### src/design/masm_pkg.sv
// Shared types, codes and helpers for the matrix add/subtract/multiply unit.
// Used by masm_ctrl, masm_datapath and matrix_add_sub_mul_unit; no dependencies.
package masm_pkg;

    localparam int DIM_DEFAULT = 8;
    localparam logic [3:0] COUNT_RESET = 4'd8;

    localparam logic [2:0] FUNC_WRITE_A = 3'd0;
    localparam logic [2:0] FUNC_WRITE_B = 3'd1;
    localparam logic [2:0] FUNC_ADD     = 3'd2;
    localparam logic [2:0] FUNC_SUB     = 3'd3;
    localparam logic [2:0] FUNC_MUL     = 3'd4;

    localparam logic [1:0] STATUS_OK       = 2'd0;
    localparam logic [1:0] STATUS_BAD_FUNC = 2'd1;
    localparam logic [1:0] STATUS_SHAPE    = 2'd2;

    localparam logic CFG_ROW_COUNT = 1'b0;
    localparam logic CFG_COL_COUNT = 1'b1;

    typedef struct packed {
        logic [2:0]         func;
        logic [2:0]         row;
        logic [2:0]         col;
        logic signed [31:0] value;
    } item_t;

    typedef struct packed {
        logic signed [31:0] elem_value;
        logic [2:0]         out_row;
        logic [2:0]         out_col;
        logic [1:0]         status;
        logic               last;
    } result_t;

    // One issued step of a command, from the controller to the datapath.
    typedef struct packed {
        logic       valid;
        logic       mul;
        logic       sub;
        logic       first;
        logic       emit;
        logic       last;
        logic [1:0] status;
        logic [2:0] a_row;
        logic [2:0] a_col;
        logic [2:0] b_row;
        logic [2:0] b_col;
        logic [2:0] out_row;
        logic [2:0] out_col;
    } cmd_t;

    typedef struct packed {
        logic we_a;
        logic we_b;
    } load_t;

    // Clamps a configured count to 1..dim and returns the count minus one.
    function automatic logic [2:0] count_m1(input logic [3:0] cnt, input int dim);
        logic [3:0] eff;
        eff = cnt;
        if (cnt == 4'd0)
        begin
            eff = 4'd1;
        end
        else if (cnt > 4'(dim))
        begin
            eff = 4'(dim);
        end
        return 3'(eff - 4'd1);
    endfunction

endpackage

### src/design/masm_ctrl.sv
// Controller: configuration registers, item decode and the element/term sweep.
// Depends on masm_pkg; drives the command stream into masm_datapath.
module masm_ctrl
    import masm_pkg::*;
#(
    parameter int DIM = DIM_DEFAULT
)
(
    input  logic       clk,
    input  logic       rst_n,
    input  logic       start,
    input  item_t      item,
    output logic       busy,
    input  logic       cfg_valid,
    input  logic       cfg_index,
    input  logic [3:0] cfg_data,
    output load_t      load,
    output cmd_t       cmd
);

    typedef enum logic [1:0] {
        ST_IDLE = 2'b01,
        ST_RUN  = 2'b10
    } state_t;

    state_t     state_reg, state_next;
    logic [3:0] row_count_reg, col_count_reg;
    logic [2:0] i_reg, i_next, j_reg, j_next, k_reg, k_next;
    logic       mul_reg, mul_next, sub_reg, sub_next;
    cmd_t       cmd_reg, cmd_next;
    logic [2:0] rows_m1, cols_m1;
    logic       accept, term_done;

    assign rows_m1 = count_m1(row_count_reg, DIM);
    assign cols_m1 = count_m1(col_count_reg, DIM);
    assign busy    = (state_reg == ST_RUN);
    assign accept  = start && !busy;
    assign cmd     = cmd_reg;

    // Writes into a store complete at the accepting edge.
    assign load.we_a = accept && (item.func == FUNC_WRITE_A);
    assign load.we_b = accept && (item.func == FUNC_WRITE_B);

    always_ff @(posedge clk or negedge rst_n)
    begin
        if (!rst_n)
        begin
            row_count_reg <= COUNT_RESET;
            col_count_reg <= COUNT_RESET;
        end
        else if (cfg_valid)
        begin
            if (cfg_index == CFG_ROW_COUNT)
            begin
                row_count_reg <= cfg_data;
            end
            else
            begin
                col_count_reg <= cfg_data;
            end
        end
    end

    assign term_done = !mul_reg || (k_reg == cols_m1);

    always_comb
    begin
        state_next = state_reg;
        i_next     = i_reg;
        j_next     = j_reg;
        k_next     = k_reg;
        mul_next   = mul_reg;
        sub_next   = sub_reg;
        cmd_next   = '0;
        case (state_reg)
            ST_IDLE:
            begin
                if (accept)
                begin
                    case (item.func)
                        FUNC_WRITE_A, FUNC_WRITE_B:
                        begin
                            cmd_next = '0;
                        end
                        FUNC_ADD, FUNC_SUB, FUNC_MUL:
                        begin
                            if ((item.func == FUNC_MUL) && (rows_m1 != cols_m1))
                            begin
                                cmd_next.valid  = 1'b1;
                                cmd_next.emit   = 1'b1;
                                cmd_next.last   = 1'b1;
                                cmd_next.status = STATUS_SHAPE;
                            end
                            else
                            begin
                                state_next = ST_RUN;
                                i_next     = 3'd0;
                                j_next     = 3'd0;
                                k_next     = 3'd0;
                                mul_next   = (item.func == FUNC_MUL);
                                sub_next   = (item.func == FUNC_SUB);
                            end
                        end
                        default:
                        begin
                            cmd_next.valid  = 1'b1;
                            cmd_next.emit   = 1'b1;
                            cmd_next.last   = 1'b1;
                            cmd_next.status = STATUS_BAD_FUNC;
                        end
                    endcase
                end
            end
            ST_RUN:
            begin
                cmd_next.valid   = 1'b1;
                cmd_next.mul     = mul_reg;
                cmd_next.sub     = sub_reg;
                cmd_next.status  = STATUS_OK;
                cmd_next.first   = !mul_reg || (k_reg == 3'd0);
                cmd_next.emit    = term_done;
                cmd_next.last    = term_done && (i_reg == rows_m1) && (j_reg == cols_m1);
                cmd_next.a_row   = i_reg;
                cmd_next.a_col   = mul_reg ? k_reg : j_reg;
                cmd_next.b_row   = mul_reg ? k_reg : i_reg;
                cmd_next.b_col   = j_reg;
                cmd_next.out_row = i_reg;
                cmd_next.out_col = j_reg;
                if (term_done)
                begin
                    k_next = 3'd0;
                    if (j_reg == cols_m1)
                    begin
                        j_next = 3'd0;
                        if (i_reg == rows_m1)
                        begin
                            state_next = ST_IDLE;
                        end
                        else
                        begin
                            i_next = i_reg + 3'd1;
                        end
                    end
                    else
                    begin
                        j_next = j_reg + 3'd1;
                    end
                end
                else
                begin
                    k_next = k_reg + 3'd1;
                end
            end
            default:
            begin
                state_next = ST_IDLE;
            end
        endcase
    end

    always_ff @(posedge clk or negedge rst_n)
    begin
        if (!rst_n)
        begin
            state_reg <= ST_IDLE;
            cmd_reg   <= '0;
            i_reg     <= 3'd0;
            j_reg     <= 3'd0;
            k_reg     <= 3'd0;
            mul_reg   <= 1'b0;
            sub_reg   <= 1'b0;
        end
        else
        begin
            state_reg <= state_next;
            cmd_reg   <= cmd_next;
            i_reg     <= i_next;
            j_reg     <= j_next;
            k_reg     <= k_next;
            mul_reg   <= mul_next;
            sub_reg   <= sub_next;
        end
    end

endmodule

### config.mk
export PLATFORM = sky130hd
export DESIGN_NAME = masm_ctrl
export DESIGN_NICKNAME = d
export VERILOG_FILES = /design/src/design/masm_pkg.sv /design/src/design/masm_ctrl.sv
export SDC_FILE = /design/constraint.sdc
export NUM_CORES = 1
export LEC_CHECK = 0
export BUFFER_PORTS_ARGS = -buffer_cell sky130_fd_sc_hd__buf_2
export CAP_MARGIN = 20
export CELL_PAD_IN_SITES_DETAIL_PLACEMENT = 1
export CELL_PAD_IN_SITES_GLOBAL_PLACEMENT = 1
export CORE_ASPECT_RATIO = 0.8
export CORE_UTILIZATION = 37
export DETAILED_ROUTE_END_ITERATION = 10
export GPL_TIMING_DRIVEN = 0
export PLACE_DENSITY_LB_ADDON = 0.1
export SETUP_SLACK_MARGIN = 0.1
export SYNTH_ARGS = -nofsm -noshare
export SYNTH_HDL_FRONTEND = slang
export SYNTH_SLANG_ARGS = --single-unit
### constraint.sdc
create_clock -name clk -period 3.4 [get_ports clk]
set_input_delay 0.17 -clock clk [delete_from_list [all_inputs] [get_ports clk]]
set_output_delay 0.17 -clock clk [all_outputs]
set_load 0.01 [all_outputs]
==> impl_metrics.env, run 1 <==
export IMPL_outcome="finished with violations"
export IMPL_violations="hold timing"
export IMPL_cts_root_buf="clkbuf_8"
export IMPL_worst_r2r_endpoint="i_reg[2]$_DFFE_PN0P_"
export IMPL_ys_seq_elements=41
export IMPL_critPathSlowestCell="dfrtp_1"
export IMPL_final_area_sq_um=2640
export IMPL_final_min_clock_period_ps=2820
export IMPL_vias_per_cell=5.07
export IMPL_drive_above_1_share=0.290
export IMPL_tritoncts="built"
export IMPL_fin_crit_sh=0.829
export IMPL_post_cts_buffers=0
export IMPL_yosysSeqAreaShare=0.464
export IMPL_max_vdd_ir_drop_mv=0.324
export IMPL_yosys_area_top_type="dfrtp_1"
export IMPL_overflow=0
export IMPL_dieHeight_um=71.3
export IMPL_netlist_top_cells_count="dfrtp_1 (38), nand2_1 (19), a21oi_1 (14)"
export IMPL_antenna_found_initial=0
export IMPL_grt_first_pass_wirelength_um=8850
export IMPL_path_common_cell="xnor2_1"
export IMPL_top_usage_layer="met2"
export IMPL_rsz0062_at_grt="false"
export IMPL_vias=1759
export IMPL_hold_violations=4
export IMPL_ant_nets=0
export IMPL_synth_area_leaders="dfrtp_1 (43%), mux2_2 (4.6%), ha_1 (3.9%)"
export IMPL_totalPowerFinal_mw=1.60
export IMPL_tns_ps=0
export IMPL_path_cells="o21ba_2 > nor2_1 > inv_1 > ha_1 > xnor2_1 > xnor2_1 > nand4_1 > o221ai_4 > o211ai_4 > a221o_1"
export IMPL_drcViolationCount=0
export IMPL_clockBufferDepth=2
export IMPL_netlist_area_sq_um=2220
export IMPL_die_x_um=88.6
export IMPL_holdWs_ps=-1.97
export IMPL_wl_per_cell_um=15.1
export IMPL_largest_reg_flops=20
export IMPL_slew_violations=0
export IMPL_rows=24
export IMPL_finalSetupViolCount=0
export IMPL_h_tree_depth=2
export IMPL_drv_cap=0
export IMPL_hold_class="in2async"
export IMPL_use_met1=0.257
export IMPL_hold_buffers=0
export IMPL_cp_num_buf_inv=1
export IMPL_syn_num_nets=278
export IMPL_cp_max_fo=5
export IMPL_ios=79
export IMPL_fmax_mhz=355
export IMPL_netlist_instances=221
export IMPL_start_util=0.395
export IMPL_synth_cell_types=48
export IMPL_antenna_cells=0
export IMPL_critPathTopFamily="compound AO/OA/AOI/OAI gates"
export IMPL_core_area_sq_um=5620
export IMPL_clk_pin_slew_ps=80
export IMPL_met3_usage=0.0380
export IMPL_reg2reg_depth=10
export IMPL_dpl_hpwl_um=3960
export IMPL_grt_use_met2=0.298
export IMPL_place_congestion=0.825
export IMPL_numCtsBuffers=5
export IMPL_crit_path_max_incr_delay_ps=400
export IMPL_worst_setup_path_type="reg2reg"
export IMPL_critPathCaptureType="register"
export IMPL_clock_latency_ps=300
export IMPL_worstMarginPinSlew_ps=909
export IMPL_placed_cell_area_sq_um=2520
export IMPL_drt_total_wl_um=5240
export IMPL_powerDensity_nw_per_um2=606
export IMPL_avgSynthCellArea_sq_um=10.0
export IMPL_reg2reg_slack_ps=580
export IMPL_leakage_nw=1.25
export IMPL_fin_skew_ps=10.3
export IMPL_io_buffers=40
export IMPL_final_util=0.470
export IMPL_start_kind="register"
export IMPL_regToRegStartpoint="row_count_reg[1]$_DFFE_PN0P_"
export IMPL_async_flop_share=1.00
export IMPL_fin_nets=325
export IMPL_dr_first_iter_drc_count=39
export IMPL_dr_pass1_iters=4
export IMPL_syn_to_final_growth_pct=18.8
export IMPL_crit_required_ps=3580
export IMPL_yosys_warnings=0
export IMPL_synth_edf_count=0
export IMPL_grt_max_degree=42
export IMPL_yosysTopAreaCellShare=0.428
export IMPL_die_area_sq_um=6320
export IMPL_cts_resized=0
export IMPL_synth_main_ff_cell="dfrtp_1"
export IMPL_grt_usage=0.185
export IMPL_critPathArrivalTime_ps=3000
export IMPL_cts_sinks=41
export IMPL_yosysMostFrequentCell="dfrtp_1"
export IMPL_grt_pass1_vias=1783
export IMPL_slew_headroom=0.394
-- kinds of logic (layout without fill, tap and decap cells) --
logic type	after synthesis	count (layout)	share of synthesized area
buffers and inverters	26	74	0.0580
DFF	41	41	0.464
AOI/OAI and AO/OA	48	48	0.157
and+or+nand+nor	81	81	0.201
adders and majority gates	7	7	0.0394
xor gates and xnor gates	9	9	0.0355
muxes	9	9	0.0456
-- cell type report --
class | count | area (sq um)
clock inverter | 2 | 37.5
sequential | 41 | 1030
buffer | 13 | 80.1
multi-input combinational | 154 | 1060
clock buffer | 6 | 82.6
inverter | 13 | 48.8
tap | 78 | 97.6
timing repair buffer | 40 | 200
fill | 672 | 2980
-- how the worst max path moves through the flow --
stage / cells after the start / end / from / slack [ps]
final: 10 / i_reg[2]$_DFFE_PN0P_ / row_count_reg[1]$_DFFE_PN0P_ / 580
after global routing: 10 / j_reg[0]$_DFFE_PN0P_ / row_count_reg[1]$_DFFE_PN0P_ / 320
after CTS: 9 / mul_reg$_DFFE_PN0P_ / row_count_reg[1]$_DFFE_PN0P_ / 560
after detailed placement: 10 / i_reg[0]$_DFFE_PN0P_ / row_count_reg[1]$_DFFE_PN0P_ / 640
after global placement: 10 / i_reg[2]$_DFFE_PN0P_ / row_count_reg[1]$_DFFE_PN0P_ / 660
after floorplan: 10 / i_reg[2]$_DFFE_PN0P_ / row_count_reg[1]$_DFFE_PN0P_ / 900
-- where the power goes --
part,switching (mW),leakage (nW),internal [mW]
Sequential,0.0641,0.544,0.557
Clock,0.179,0.0574,0.239
Combinational,0.340,0.649,0.221
-- cell usage in the layout (no fill, tap or decap), types with 4 or more instances in the layout --
master / instances
mux2_2: 9
clkbuf_1: 5
ha_1: 7
nor4b_1: 4
nand3_1: 4
dfrtp_1: 38
inv_1: 12
clkbuf_8: 6
buf_2: 41
xnor2_1: 7
a21oi_1: 14
and2_1: 7
buf_4: 6
nand2_1: 19
nor2_1: 11
o21ai_0: 11
nor2b_1: 5
nand2b_1: 13
-- metal layers --
| metal | routed length (um) | up-vias |
|---|---|---|
| li1 | - | 860 |
| met1 | 2610 | 852 |
| met2 | 2390 | 42 |
| met3 | 202 | 5 |
| met4 | 34 | 0 |
| met5 | 0 | - |
-- through the flow --
stage	setup slack [ps]	cells
3_5_place_dp	639	339
2_1_floorplan	901	221
5_1_grt	316	347
3_3_place_gp	656	339
6_report	583	347
4_1_cts	562	347
Note: power is estimated with default switching activity, not from simulation.
==> run 2, diff against run 1 <==
ABC_AREA = 1   (was not set)
CORE_UTILIZATION = 35   (was 37)
clock period = 2.9 ns   (was 3.4 ns; I/O delays follow)
==> run 2 against run 1 <==
- the run still ends with hold timing left
- utilization is 3.0 points lower
- cell area grew 1.2%
- final cell count grew 20%
- maximum frequency rose by 32%
- total power is 24% higher
- clock power up 20%
- sequential power is 19% higher
==> impl_metrics.env, run 2 <==
export IMPL_finalSetupViolCount=0
export IMPL_h_tree_depth=2
export IMPL_setup_slack_ps=770
export IMPL_power_frac_seq=0.373
export IMPL_regToRegStartpoint="row_count_reg[3]$_DFFE_PN1P_"
export IMPL_critPathCaptureType="register"
export IMPL_powerDensity_nw_per_um2=743
export IMPL_final_common_cell="nand2_1"
export IMPL_post_cts_buffers=0
export IMPL_p_sw_mw=0.811
export IMPL_worstMarginPinSlew_ps=944
export IMPL_start_kind="register"
export IMPL_netlist_instances=289
export IMPL_yosys_warnings=0
export IMPL_slew_headroom=0.371
export IMPL_switching_share=0.409
export IMPL_cp_max_fo=5
export IMPL_yosysSeqAreaShare=0.458
export IMPL_cts_sinks=41
export IMPL_tritoncts="built"
export IMPL_drive_above_1_share=0.237
export IMPL_crit_path_start="row_count_reg[3]$_DFFE_PN1P_"
export IMPL_cts_root_buf="clkbuf_8"
export IMPL_final_min_clock_period_ps=2130
export IMPL_clock_latency_ps=300
export IMPL_slew_violations=0
export IMPL_antenna_cells=0
export IMPL_rsz0062_at_grt="false"
export IMPL_synth_edf_count=0
export IMPL_drcViolationCount=0
export IMPL_fin_nets=393
export IMPL_dp_cells=410
export IMPL_final_cell_mix="nand2_1 (94), buf_2 (40), dfrtp_1 (38), inv_1 (34), nor2_1 (28)"
export IMPL_core_area_sq_um=6070
export IMPL_die_area_sq_um=6750
export IMPL_crit_required_ps=3090
export IMPL_rows=25
export IMPL_grt_max_degree=42
export IMPL_netlist_top_cells_count="nand2_1 (94), dfrtp_1 (38), inv_1 (34)"
export IMPL_hold_buffers=0
export IMPL_syn_to_final_growth_pct=18.7
export IMPL_largest_reg_flops=20
export IMPL_fmax_mhz=470
export IMPL_avgSynthCellArea_sq_um=7.78
export IMPL_drv_cap=0
export IMPL_drt_total_wl_um=5410
export IMPL_synth_main_ff_cell="dfrtp_1"
export IMPL_vias=1952
export IMPL_ios=79
export IMPL_dr_first_iter_drc_count=85
export IMPL_critPathArrivalTime_ps=2320
export IMPL_ant_nets=0
export IMPL_synth_cell_types=29
export IMPL_violations="hold timing"
export IMPL_vias_per_cell=4.67
export IMPL_cts_resized=0
export IMPL_grt_first_pass_wirelength_um=9180
export IMPL_worst_setup_path_type="reg2reg"
export IMPL_outcome="finished with violations"
export IMPL_combPwrFrac=0.374
export IMPL_fin_cells=418
export IMPL_start_util=0.371
export IMPL_clk_pin_slew_ps=90
export IMPL_tns_ps=0
export IMPL_dieHeight_um=73.7
export IMPL_antenna_found_initial=0
export IMPL_overflow=0
export IMPL_async_flop_share=1.00
export IMPL_yosysTopAreaCellShare=0.423
export IMPL_syn_num_nets=346
export IMPL_ys_seq_elements=41
export IMPL_grt_pass1_vias=1874
export IMPL_max_vdd_ir_drop_mv=0.238
export IMPL_wl_per_cell_um=12.9
export IMPL_post_place_ws_ps=759
export IMPL_holdWs_ps=-14.2
export IMPL_clockBufferDepth=2
export IMPL_leakage_nw=1.52
export IMPL_dpl_hpwl_um=4160
export IMPL_yosys_area_top_type="dfrtp_1"
export IMPL_netlist_area_sq_um=2250
export IMPL_yosysMostFrequentCell="nand2_1"
export IMPL_io_buffers=40
export IMPL_fin_skew_ps=7.48
export IMPL_place_congestion=0.786
export IMPL_p_int_mw=1.17
export IMPL_synth_area_leaders="dfrtp_1 (42%), nand2_1 (16%), inv_1 (5.7%)"
export IMPL_dr_pass1_iters=4
export IMPL_die_x_um=91.6
export IMPL_numCtsBuffers=5
export IMPL_grt_usage=0.178
export IMPL_fin_crit_sh=0.734
export IMPL_clkPwrFrac=0.253
export IMPL_hold_violations=38
export IMPL_hold_class="in2async"
run 2: cell count changes after synthesis, moves of 5 or more:
cell / previous run / this run
nand2_1: 19 / 94
inv_1: 12 / 34
nand2b_1: 13 / 0
o21ai_0: 11 / 16
nor2_1: 11 / 28
mux2_2: 9 / 0
and2_1: 7 / 0
a21oi_1: 14 / 5
nor2b_1: 5 / 0
xnor2_1: 7 / 2
nand3_1: 4 / 15
nand2_2: 0 / 7
run 2: cells by family (layout without fill, tap and decap cells):
kind of cell / Yosys count / in the layout / share of synthesized area
adders and majority gates: 7 / 7 / 0.0389
AOI/OAI and AO/OA: 29 / 29 / 0.0734
xor gates and xnor gates: 5 / 5 / 0.0195
buffers and inverters: 48 / 96 / 0.0945
DFF: 41 / 41 / 0.458
and+or+nand+nor: 159 / 159 / 0.316
run 2: final timing paths:
kind / cells after the start / slack (ps) / end
min in group clk: 3 / 90 / col_count_reg[3]$_DFFE_PN1P_
worst max-delay path: 14 / 770 / i_reg[2]$_DFFE_PN0P_
max in group asynchronous: 1 / 2340 / cmd[7]$_DFF_PN0_
worst min-delay path: 1 / -10 / col_count_reg[1]$_DFFE_PN0P_
worst max register to register: 14 / 770 / i_reg[2]$_DFFE_PN0P_
worst min register to register: 2 / 500 / state_reg[0]$_DFFE_PN1P_
run 2: cell type report:
type	count	area, sq um
Fill cell	759	3400
Sequential cell	41	1030
Multi-Input combinational cell	200	1010
Timing Repair Buffer	40	200
Inverter	40	150
Tap cell	81	101
Clock buffer	6	82.6
Buffer	8	62.6
Clock inverter	2	37.5
run 2: power by group through the flow:
stage | combinational, mW | sequential [mW] | clock, mW
after floorplan | 0.543 | 0.742 | 0
after global placement | 0.730 | 0.750 | 0
after detailed placement | 0.753 | 0.754 | 0
after CTS | 0.756 | 0.743 | 0.509
after global routing | 0.858 | 0.755 | 0.535
final | 0.743 | 0.741 | 0.502
run 2: layer usage:
layer	vias to the layer above	part of all wire	track usage
li1	987	-	-
met1	928	0.52	0.249
met2	29	0.44	0.280
met3	8	0.025	0.0352
met4	0	0.013	0.0529
met5	-	0	0
run 2: worst max-delay path, stage by stage (launching register included):
cell,delay [ps]
dfstp_2,550
inv_1,80
nand2_1,120
ha_1,190
nand3_1,110
nand2_1,130
nand2_1,60
nand2_1,50
nand3_1,100
nor2_1,220
nor2_1,70
nand2_1,130
inv_1,90
nand3_1,70
nand2_1,50
run 2: through the flow:
step / cell area (sq um) / utilization / total power [mW]
finish: 2670 / 0.440 / 1.99
detailed placement: 2550 / 0.420 / 1.51
CTS: 2670 / 0.440 / 2.01
global route: 2670 / 0.440 / 2.15
floorplan: 2250 / - / 1.29
global placement: 2550 / 0.420 / 1.48
==> run 3, diff against run 2 <==
clock period = 2.2 ns   (was 2.9 ns; I/O delays follow)
==> run 3 against run 2 <==
- the run now ends clean
- first-iteration DRC count is 1.2% lower
- sequential power is 32% higher
- combinational power is 43% higher
- sequential share of layout area is 1.3 points lower
- global-route usage is 0.11 points higher
- worst hold slack better by 66 ps
- sequential cell count stayed put
- routed wire length is 2.6% higher
- via count stayed put
- setup slack worse by 540 ps
- final cell count is 0.72% higher
- largest cell class is now multi-input combinational cells
==> impl_metrics.env, run 3 (synthesis results as in run 2) <==
export IMPL_power_frac_seq=0.363
export IMPL_drcViolationCount=0
export IMPL_die_area_sq_um=6750
export IMPL_tns_ps=0
export IMPL_ant_nets=0
export IMPL_vias_per_cell=4.64
export IMPL_overflow=0
export IMPL_dp_cells=410
export IMPL_tritoncts="built"
export IMPL_wl_per_cell_um=13.2
export IMPL_clock_latency_ps=300
export IMPL_largest_reg_flops=20
export IMPL_rsz0062_at_grt="false"
export IMPL_cts_sinks=41
export IMPL_syn_to_final_growth_pct=22.7
export IMPL_fmax_mhz=508
export IMPL_dpl_hpwl_um=4160
export IMPL_final_min_clock_period_ps=1970
export IMPL_antenna_cells=0
export IMPL_grt_first_pass_wirelength_um=9230
export IMPL_numCtsBuffers=5
export IMPL_vias=1952
export IMPL_post_place_ws_ps=59.4
export IMPL_ios=79
export IMPL_place_congestion=0.786
export IMPL_p_sw_mw=1.11
export IMPL_slew_headroom=0.368
export IMPL_dieHeight_um=73.7
export IMPL_max_vdd_ir_drop_mv=0.330
export IMPL_start_kind="register"
export IMPL_setup_slack_ps=230
export IMPL_grt_max_degree=42
export IMPL_h_tree_depth=2
export IMPL_fin_cells=421
export IMPL_powerDensity_nw_per_um2=979
export IMPL_worst_setup_path_type="reg2reg"
export IMPL_critPathCaptureType="register"
export IMPL_dr_pass1_iters=4
export IMPL_final_cell_mix="nand2_1 (89), buf_2 (40), dfrtp_1 (38), inv_1 (32), nor2_1 (27)"
export IMPL_core_area_sq_um=6070
export IMPL_finalSetupViolCount=0
export IMPL_outcome="finished clean"
export IMPL_clockBufferDepth=2
export IMPL_antenna_found_initial=0
export IMPL_reg2reg_slack_ps=230
export IMPL_p_int_mw=1.59
export IMPL_fin_nets=396
export IMPL_critPathArrivalTime_ps=2140
export IMPL_drive_above_1_share=0.279
export IMPL_worstMarginPinSlew_ps=948
export IMPL_hold_violations=0
export IMPL_switching_share=0.411
export IMPL_leakage_nw=1.55
export IMPL_start_util=0.371
export IMPL_fin_skew_ps=6.26
export IMPL_die_x_um=91.6
export IMPL_fin_crit_sh=0.895
export IMPL_hold_class="in2reg"
export IMPL_cts_root_buf="clkbuf_8"
export IMPL_drv_cap=0
export IMPL_grt_pass1_vias=1875
export IMPL_crit_required_ps=2370
export IMPL_combPwrFrac=0.391
export IMPL_clkPwrFrac=0.246
export IMPL_final_common_cell="nand2_1"
export IMPL_dr_first_iter_drc_count=84
export IMPL_rows=25
export IMPL_clk_pin_slew_ps=90
export IMPL_holdWs_ps=52.1
export IMPL_cp_max_fo=5
export IMPL_drt_total_wl_um=5550
export IMPL_grt_usage=0.179
export IMPL_io_buffers=40
export IMPL_slew_violations=0
-- run 3: cell count changes in the layout (fill, tap and decap cells not counted), moves of 2 or more --
cell,before,now
nand2_1,94,89
nand2_2,7,11
o21ai_0,16,12
o21ai_1,4,8
buf_4,6,9
inv_1,34,32
nand3_1,15,13
nand3_2,4,6
-- run 3: layer usage --
layer | wire [um] | part of all wire | up-vias | global-route usage
li1 | - | - | 997 | -
met1 | 2870 | 0.52 | 923 | 0.249
met2 | 2490 | 0.45 | 25 | 0.284
met3 | 132 | 0.024 | 7 | 0.0352
met4 | 58 | 0.010 | 0 | 0.0529
met5 | 0 | 0 | - | 0
-- run 3: timing repair --
item / 4_1_cts / 5_1_grt
resized for setup: 2 / 19
hold buffers: 1 / 0
pin swaps: 1 / 4
buffers inserted: 1 / 2
setup endpoints to repair: 3 / 20
hold endpoints to repair: 38 / 0
-- run 3: power groups by stage --
stage / clock network [mW] / registers, mW / logic, mW
after global placement: 0 / 0.989 / 0.963
after detailed placement: 0 / 0.994 / 0.992
final: 0.664 / 0.981 / 1.06
after CTS: 0.672 / 0.979 / 1.00
after global routing: 0.706 / 0.998 / 1.21
after floorplan: 0 / 0.978 / 0.716
-- run 3: layout make-up --
type | instances | area (sq um)
clock inverter | 2 | 37.5
inverter | 40 | 153
sequential | 41 | 1030
fill | 759 | 3310
clock buffer | 6 | 82.6
buffer | 7 | 58.8
multi-input combinational | 200 | 1070
tap | 81 | 101
timing repair buffer | 44 | 233
-- run 3: path summary, 6_finish.rpt --
| check | cells after the start | to | startpoint |
|---|---|---|---|
| setup / recovery | 15 | cmd[25]$_DFF_PN0_ | row_count_reg[3]$_DFFE_PN1P_ |
| hold / removal | 3 | col_count_reg[3]$_DFFE_PN1P_ | cfg_data[3] |
| setup reg to reg | 15 | cmd[25]$_DFF_PN0_ | row_count_reg[3]$_DFFE_PN1P_ |
| hold reg to reg | 2 | state_reg[0]$_DFFE_PN1P_ | state_reg[0]$_DFFE_PN1P_ |
| max in group asynchronous | 2 | cmd[7]$_DFF_PN0_ | rst_n |
| min in group asynchronous | 2 | col_count_reg[1]$_DFFE_PN0P_ | rst_n |
-- run 3: metrics by stage --
step	cell area [sq um]	util	power [mW]
5_1_grt	2760	0.455	2.91
4_1_cts	2690	0.444	2.65
6_report	2760	0.455	2.70
3_3_place_gp	2550	0.420	1.95
3_5_place_dp	2550	0.420	1.99
2_1_floorplan	2250	-	1.69
-- run 3: worst max-delay path, cell delays in order, from the launching register on --
cell	delay, ps
dfstp_2	570
inv_4	60
nand2_4	80
ha_4	140
inv_1	40
nand2_2	70
nand2_2	60
nand2_1	60
inv_1	60
nor2_4	120
nand3_2	110
buf_4	150
nand2_1	80
nand2_1	60
nand2_1	100
o21ai_0	80
